--- src/sv/rsd_pkg.sv ---
`timescale 1ns / 1ps
`default_nettype none

package rsd_pkg;

	localparam int PALETTE_ENTRIES = 256;
	localparam int COORD_WIDTH     = 12;
	localparam int PAL_AW          = (PALETTE_ENTRIES > 1) ? $clog2(PALETTE_ENTRIES) : 1;
	localparam int COL_W           = (COORD_WIDTH > 12) ? COORD_WIDTH : 12;

	localparam logic [COORD_WIDTH-1:0] CMAX = '1;

	localparam logic [1:0] KIND_DATA  = 2'd0;
	localparam logic [1:0] KIND_PAL   = 2'd1;
	localparam logic [1:0] KIND_START = 2'd2;

	localparam logic [1:0] REG_WIDTH  = 2'd0;
	localparam logic [1:0] REG_HEIGHT = 2'd1;
	localparam logic [1:0] REG_DLEN   = 2'd2;

	typedef struct packed {
		logic [11:0] width;
		logic [11:0] height;
		logic [23:0] dlen;
	} cfg_t;

	typedef struct packed {
		logic        res;
		logic        pix;
		logic [11:0] x;
		logic [11:0] y;
		logic        done;
	} dec_res_t;

endpackage

`default_nettype wire

--- src/sv/rsd_decoder.sv ---
`timescale 1ns / 1ps
`default_nettype none

module rsd_decoder (
	input  wire logic              clk,
	input  wire logic              arst_n,
	input  wire logic              accept,
	input  wire logic [1:0]        kind,
	input  wire logic [7:0]        data_byte,
	input  wire rsd_pkg::cfg_t     cfg,
	output rsd_pkg::dec_res_t      res
);

	localparam int CW    = rsd_pkg::COORD_WIDTH;
	localparam int COL_W = rsd_pkg::COL_W;
	localparam int SUM_W = COL_W + 1;

	localparam logic [2:0] PH_LEN   = 3'd0;
	localparam logic [2:0] PH_SKIP  = 3'd1;
	localparam logic [2:0] PH_COUNT = 3'd2;
	localparam logic [2:0] PH_PIXEL = 3'd3;
	localparam logic [2:0] PH_DONE  = 3'd4;

	logic [2:0]       phase_q, phase_d;
	logic [COL_W-1:0] col_q, col_d;
	logic [CW-1:0]    row_q, row_d;
	logic [7:0]       len_q, len_d;
	logic [8:0]       used_q, used_d;
	logic [7:0]       opq_q, opq_d;
	logic [23:0]      cons_q, cons_d;

	logic [23:0]      cons_inc;
	logic [8:0]       used_inc;
	logic             early_now;
	logic             early_bump;
	logic [CW-1:0]    row_inc;
	logic [CW-1:0]    row_inc2;
	logic             row_end;
	logic             row_inc_end;
	logic             row_inc2_end;
	logic [SUM_W-1:0] sum_x;
	logic             skip_end;
	logic [COL_W-1:0] col_inc;
	logic             col_at_w;
	logic             col_inc_at_w;
	logic             used_reach;
	logic [7:0]       opq_dec;
	logic             fin;
	logic             do_after;
	logic             pix;

	assign cons_inc     = (cons_q != '1) ? cons_q + 24'd1 : cons_q;
	assign used_inc     = (used_q != '1) ? used_q + 9'd1 : used_q;
	assign early_now    = ({1'b0, cons_q} + 25'd1) >= {1'b0, cfg.dlen};
	assign early_bump   = ({1'b0, cons_inc} + 25'd1) >= {1'b0, cfg.dlen};
	assign row_inc      = (row_q < rsd_pkg::CMAX) ? row_q + CW'(1) : row_q;
	assign row_inc2     = (row_inc < rsd_pkg::CMAX) ? row_inc + CW'(1) : row_inc;
	assign row_end      = COL_W'(row_q) >= COL_W'(cfg.height);
	assign row_inc_end  = COL_W'(row_inc) >= COL_W'(cfg.height);
	assign row_inc2_end = COL_W'(row_inc2) >= COL_W'(cfg.height);
	assign sum_x        = {1'b0, col_q} + SUM_W'(data_byte);
	assign skip_end     = sum_x >= SUM_W'(cfg.width);
	assign col_inc      = (col_q < COL_W'(rsd_pkg::CMAX)) ? col_q + COL_W'(1) : col_q;
	assign col_at_w     = col_q >= COL_W'(cfg.width);
	assign col_inc_at_w = col_inc >= COL_W'(cfg.width);
	assign used_reach   = used_inc >= {1'b0, len_q};
	assign opq_dec      = (opq_q != 8'd0) ? opq_q - 8'd1 : 8'd0;

	always_comb begin
		phase_d  = phase_q;
		col_d    = col_q;
		row_d    = row_q;
		len_d    = len_q;
		used_d   = used_q;
		opq_d    = opq_q;
		cons_d   = cons_q;
		fin      = 1'b0;
		do_after = 1'b0;
		pix      = 1'b0;
		res      = '0;
		if (accept) begin
			unique case (kind)
				rsd_pkg::KIND_START: begin
					phase_d = PH_LEN;
					col_d   = '0;
					row_d   = '0;
					len_d   = '0;
					used_d  = '0;
					opq_d   = '0;
					cons_d  = '0;
				end
				rsd_pkg::KIND_DATA: begin
					unique case (phase_q)
						PH_LEN: begin
							if (row_end) begin
								fin = 1'b1;
							end else begin
								used_d = 9'd1;
								cons_d = cons_inc;
								len_d  = data_byte;
								col_d  = '0;
								if (data_byte == 8'd0) begin
									row_d = row_inc;
									if (row_inc_end) fin = 1'b1;
									else phase_d = PH_LEN;
								end else begin
									phase_d = PH_SKIP;
								end
							end
						end
						PH_SKIP: begin
							if (skip_end) begin
								if (early_now) begin
									fin = 1'b1;
								end else begin
									row_d = row_inc;
									if (row_inc_end) begin
										fin = 1'b1;
									end else begin
										// reuse the skip byte as the next row's length
										used_d = 9'd1;
										cons_d = cons_inc;
										len_d  = data_byte;
										col_d  = '0;
										if (data_byte == 8'd0) begin
											row_d = row_inc2;
											if (row_inc2_end) fin = 1'b1;
											else phase_d = PH_LEN;
										end else begin
											phase_d = PH_SKIP;
										end
									end
								end
							end else begin
								col_d   = sum_x[COL_W-1:0];
								used_d  = used_inc;
								cons_d  = cons_inc;
								phase_d = PH_COUNT;
							end
						end
						PH_COUNT: begin
							used_d = used_inc;
							cons_d = cons_inc;
							opq_d  = data_byte;
							if (data_byte != 8'd0) phase_d = PH_PIXEL;
							else do_after = 1'b1;
						end
						PH_PIXEL: begin
							pix    = !col_at_w;
							used_d = used_inc;
							cons_d = cons_inc;
							col_d  = col_inc;
							opq_d  = opq_dec;
							if (opq_dec == 8'd0) do_after = 1'b1;
						end
						default: begin
						end
					endcase
				end
				default: begin
				end
			endcase
			if (do_after) begin
				if (((phase_q == PH_PIXEL) ? col_inc_at_w : col_at_w) || used_reach) begin
					if (early_bump) begin
						fin = 1'b1;
					end else begin
						row_d = row_inc;
						if (row_inc_end) fin = 1'b1;
						else phase_d = PH_LEN;
					end
				end else begin
					phase_d = PH_SKIP;
				end
			end
			if (fin) begin
				phase_d = PH_DONE;
			end
			res.res  = pix || fin;
			res.pix  = pix;
			res.x    = pix ? 12'(col_q) : 12'd0;
			res.y    = pix ? 12'(row_q) : 12'd0;
			res.done = fin;
		end
	end

	always_ff @(posedge clk or negedge arst_n) begin
		if (!arst_n) begin
			phase_q <= PH_LEN;
			col_q   <= '0;
			row_q   <= '0;
			len_q   <= '0;
			used_q  <= '0;
			opq_q   <= '0;
			cons_q  <= '0;
		end else begin
			phase_q <= phase_d;
			col_q   <= col_d;
			row_q   <= row_d;
			len_q   <= len_d;
			used_q  <= used_d;
			opq_q   <= opq_d;
			cons_q  <= cons_d;
		end
	end

endmodule

`default_nettype wire

--- config.mk ---
export PLATFORM = sky130hd
export DESIGN_NAME = rsd_decoder
export DESIGN_NICKNAME = d
export VERILOG_FILES = /design/src/sv/rsd_pkg.sv /design/src/sv/rsd_decoder.sv
export SDC_FILE = /design/constraint.sdc
export NUM_CORES = 1
export LEC_CHECK = 0
export BUFFER_PORTS_ARGS = -buffer_cell sky130_fd_sc_hd__buf_2
export CAP_MARGIN = 0
export CORE_MARGIN = 2
export CORE_UTILIZATION = 30
export CTS_CLUSTER_DIAMETER = 80
export CTS_CLUSTER_SIZE = 16
export DETAILED_ROUTE_END_ITERATION = 8
export GPL_TIMING_DRIVEN = 1
export RECOVER_POWER = 100
export SKIP_CTS_REPAIR_TIMING = 1
export SYNTH_ARGS = -nofsm -noshare
export SYNTH_HDL_FRONTEND = slang
export SYNTH_SLANG_ARGS = --single-unit
--- constraint.sdc ---
create_clock -name clk -period 6.65 [get_ports clk]
set_input_delay 1.33 -clock clk [delete_from_list [all_inputs] [get_ports clk]]
set_output_delay 1.33 -clock clk [all_outputs]
set_load 0.01 [all_outputs]
==> impl_results.md <==
- Flop2flop setup slack: 1.13 ns
- Actual slew at the worst max-slew pin: 2.65 ns
- Critical Path Start: data_byte[0]
- #FFs+latches synth: 76
- Area share of the largest cell type after synthesis: 0.184
- WP buf/inv: 3
- Rel. slew slack: -0.766
- Ys flop type: dfrtp_1
- DRC: 0
- Worst clock skew: 0.0106 ns
- I/O Buffers: 87
- R2r endpoint: len_q[3]
- Final HPWL DP: 26700 um
- Worst vdd ir: 0.000110 V
- Non-filler cells, final: 1923
- Nets: 1673
- Cell Chain, Critical Path: clkbuf_1, ha_2, fa_2, a211oi_2, o21bai_1, a21oi_2, o21ai_2, xor2_1, ha_1, and4_1, a221o_1, a221o_1, nor2_2, nor2_2, a211oi_2, buf_4, a21oi_4, or2_4, buf_6
- Critical path type: input port to primary output
- Fraction of layout cells with a size suffix above 1: 0.151
- Largest net degree at the start of global routing: 47
- DRT Wirelength: 34700 um
- Root Buffer: clkbuf_16
- Synthesized area per cell: 7.56 sq um
- Initial antenna violation count: 2
- GPL Wtd Cong: 0.931
- Total power: 1.91 mW
- CTS buffer count: 9
- Final ANT Viol Nets: 0
- Die W: 189 um
- Reg2reg start: row_q[0]
- Ys Warns: 0
- Pwr Density: 159 nW/um^2
- First-pass GRT wire length: 54700 um
- Outcome: complete, but fails checks
- Yosys cell types: 88
- Area leader, netlist: dfrtp_1
- Cell family with the largest share of critical-path delay: compound AO/OA/AOI/OAI gates
- Failing checks: capacitance limit, slew limit
- IO Pins: 88
- Critical path's slowest cell: fa_2
- CP arrival: 5.17 ns
- Die height: 189 um
- Syn nets: 1569
- Synthesized area: 10300 sq um
- First-pass detailed-route iteration total: 7
- Fmax achieved: 154 MHz
- Syn Inst Count: 1364
- CTS tree: built
- CP max stage delay: 0.40 ns
- Levels on crit path: 19
- Post-layout util: 0.356
- Initial Util: 0.306
- CP Max Fanout: 2
- DIE AREA: 35900 sq um
- CTS sink cnt: 76
- Ranking of synthesized cells by area: dfrtp_1, ha_1, nand2_1
- Worst Path Required: 5.32 ns
- Dpl cell area: 11500 sq um
- Vias/cell: 5.62
- Total congestion overflow: 0
- Crit path to: res[26]
- Setup violations, final: 0
- Area grow syn2layout: 16.4%
- Post-route minimum period: 6.50 ns
- Final hold violations: 0
- H-tree Lvls: 3
- Vias in the first global route: 10400
- Via count: 10800
- FP Rows: 67
- Worst Reg-to-Reg Cells: 17
- Clk slew on worst S/H paths: 0.06 ns
- WL/cell: 18.0 um
- Startpoint Class: input port
- Pleak: 5.52 nW
- Post-synthesis sequential area ratio: 0.184
- HP Class: flip-flop to flip-flop
- CTS Buffer Depth: 2
- CP endpoint kind: primary output
- # Max-Cap Violations: 4
- Final Max Tran Viols: 106
- Post-synth ARST share: 1.00
- Initial DRC count: 1041
- Tcrit/Tclk final: 0.977
- GRT Overall Usage: 0.189
- Core Area: 33700 sq um
- Dpl cells: 1900
- Post-synth EDFFs: 0
- Final instance area: 12000 sq um
- Clk Latency, worst-skew pair: 0.35 ns
==> placed cells by master (no fill, tap or decap), types with 17 or more instances in the layout <==
| cell type | synthesis | final |
|---|---|---|
| a22oi_1 | 22 | 22 |
| a21oi_1 | 83 | 77 |
| and2_1 | 33 | 17 |
| clkbuf_1 | 45 | 27 |
| inv_1 | 87 | 87 |
| xnor2_1 | 46 | 43 |
| nor3_1 | 24 | 23 |
| nor2_1 | 111 | 109 |
| o21ai_0 | 90 | 85 |
| nand2_1 | 149 | 149 |
| o31ai_1 | 23 | 22 |
| xor2_1 | 24 | 24 |
| buf_4 | 1 | 64 |
| a211oi_1 | 22 | 19 |
| ha_1 | 143 | 140 |
| buf_2 | 14 | 69 |
| dfrtp_1 | 76 | 67 |
| nand4_1 | 36 | 36 |
| nand3_1 | 56 | 54 |
==> report_power, final <==
part | switching [mW] | internal, mW
Combinational | 0.522 | 0.335
Clock | 0.216 | 0.253
Sequential | 0.0701 | 0.509
==> kinds of logic (layout without fill, tap and decap cells) <==
kind of cell	Yosys count	count (layout)	synth area share
adder cells (fa/ha/maj)	145	145	0.176
XOR/XNOR	70	70	0.0595
AO/OA/AOI/OAI	393	393	0.258
flip-flops	76	76	0.184
other	0	2	0
buffers and inverters	157	265	0.0601
multiplexers	9	9	0.00910
AND/OR/NAND/NOR	514	515	0.252
==> layout make-up <==
| cell class | count | area [sq um] |
|---|---|---|
| timing repair buffer | 160 | 946 |
| clock buffer | 12 | 236 |
| fill | 3604 | 21700 |
| clock inverter | 4 | 26.3 |
| inverter | 89 | 334 |
| tap | 448 | 561 |
| multi-input combinational | 1132 | 7980 |
| sequential | 76 | 1910 |
| antenna | 2 | 5.00 |
==> synth_stat cells (6+ instances only) <==
cell	count
clkbuf_1	45
nor3_1	24
a211oi_1	22
a21oi_1	83
mux2i_1	6
xor2_1	24
nand2_1	149
nand2b_1	8
and2_1	33
dfrtp_1	76
buf_1	6
a21o_1	13
xnor2_1	46
o31ai_1	23
nand4_1	36
o21a_1	14
nand3_1	56
o21ai_0	90
a31oi_1	15
nor2b_1	13
buf_2	14
o22ai_1	7
a221o_1	7
and4_1	9
nor4_1	9
nor2_1	111
and3_1	18
or3_1	10
inv_1	87
o211ai_1	15
a22oi_1	22
or2_2	7
ha_1	143
==> worst reg2reg max path: stages (launching register included) <==
cell	delay [ns]
dfrtp_1	0.39
ha_2	0.20
buf_4	0.16
and3_1	0.25
a311o_1	0.36
o21ai_0	0.23
inv_2	0.21
ha_1	0.37
a41oi_1	0.20
o21ai_0	0.11
a221o_1	0.36
maj3_1	0.45
a31oi_1	0.24
buf_4	0.18
a21oi_1	0.06
nor3_1	1.31
nand3_1	0.21
o21ai_0	0.15
==> per-layer routing <==
metal | up-vias | global-route usage | wire length [um]
met3 | 65 | 0.0280 | 1890
met2 | 343 | 0.307 | 15700
li1 | 5255 | - | -
met4 | 0 | 0.0653 | 960
met1 | 5147 | 0.255 | 16100
met5 | - | 0 | 0
==> worst min-delay path by stage <==
stage	startpoint	endpoint	slack, ns	cells past startpoint
6_report	opq_q[1]	opq_q[1]	0.52	1
5_1_grt	opq_q[1]	opq_q[1]	0.55	1
4_1_cts	opq_q[1]	opq_q[1]	0.52	1
3_5_place_dp	opq_q[1]	opq_q[1]	0.50	1
3_3_place_gp	opq_q[1]	opq_q[1]	0.49	1
2_1_floorplan	opq_q[1]	opq_q[1]	0.47	1
==> metrics by stage <==
step | TNS (ns) | setup WS [ns] | hold WS, ns
final | 0 | 0.150 | 0.520
after floorplan | 0 | 0.0259 | 0.473
after detailed placement | -0.371 | -0.257 | 0.496
after global routing | -0.0728 | -0.0375 | 0.545
after global placement | -0.130 | -0.130 | 0.494
after CTS | -0.453 | -0.299 | 0.517
==> state kept, by name, summed over array words and instances (netlist names) <==
register  count
opq_q         8
phase_q       3
cons_q       24
row_q        12
col_q        12
len_q         8
used_q        9
No activity file was read; power rests on OpenSTA's default activity.
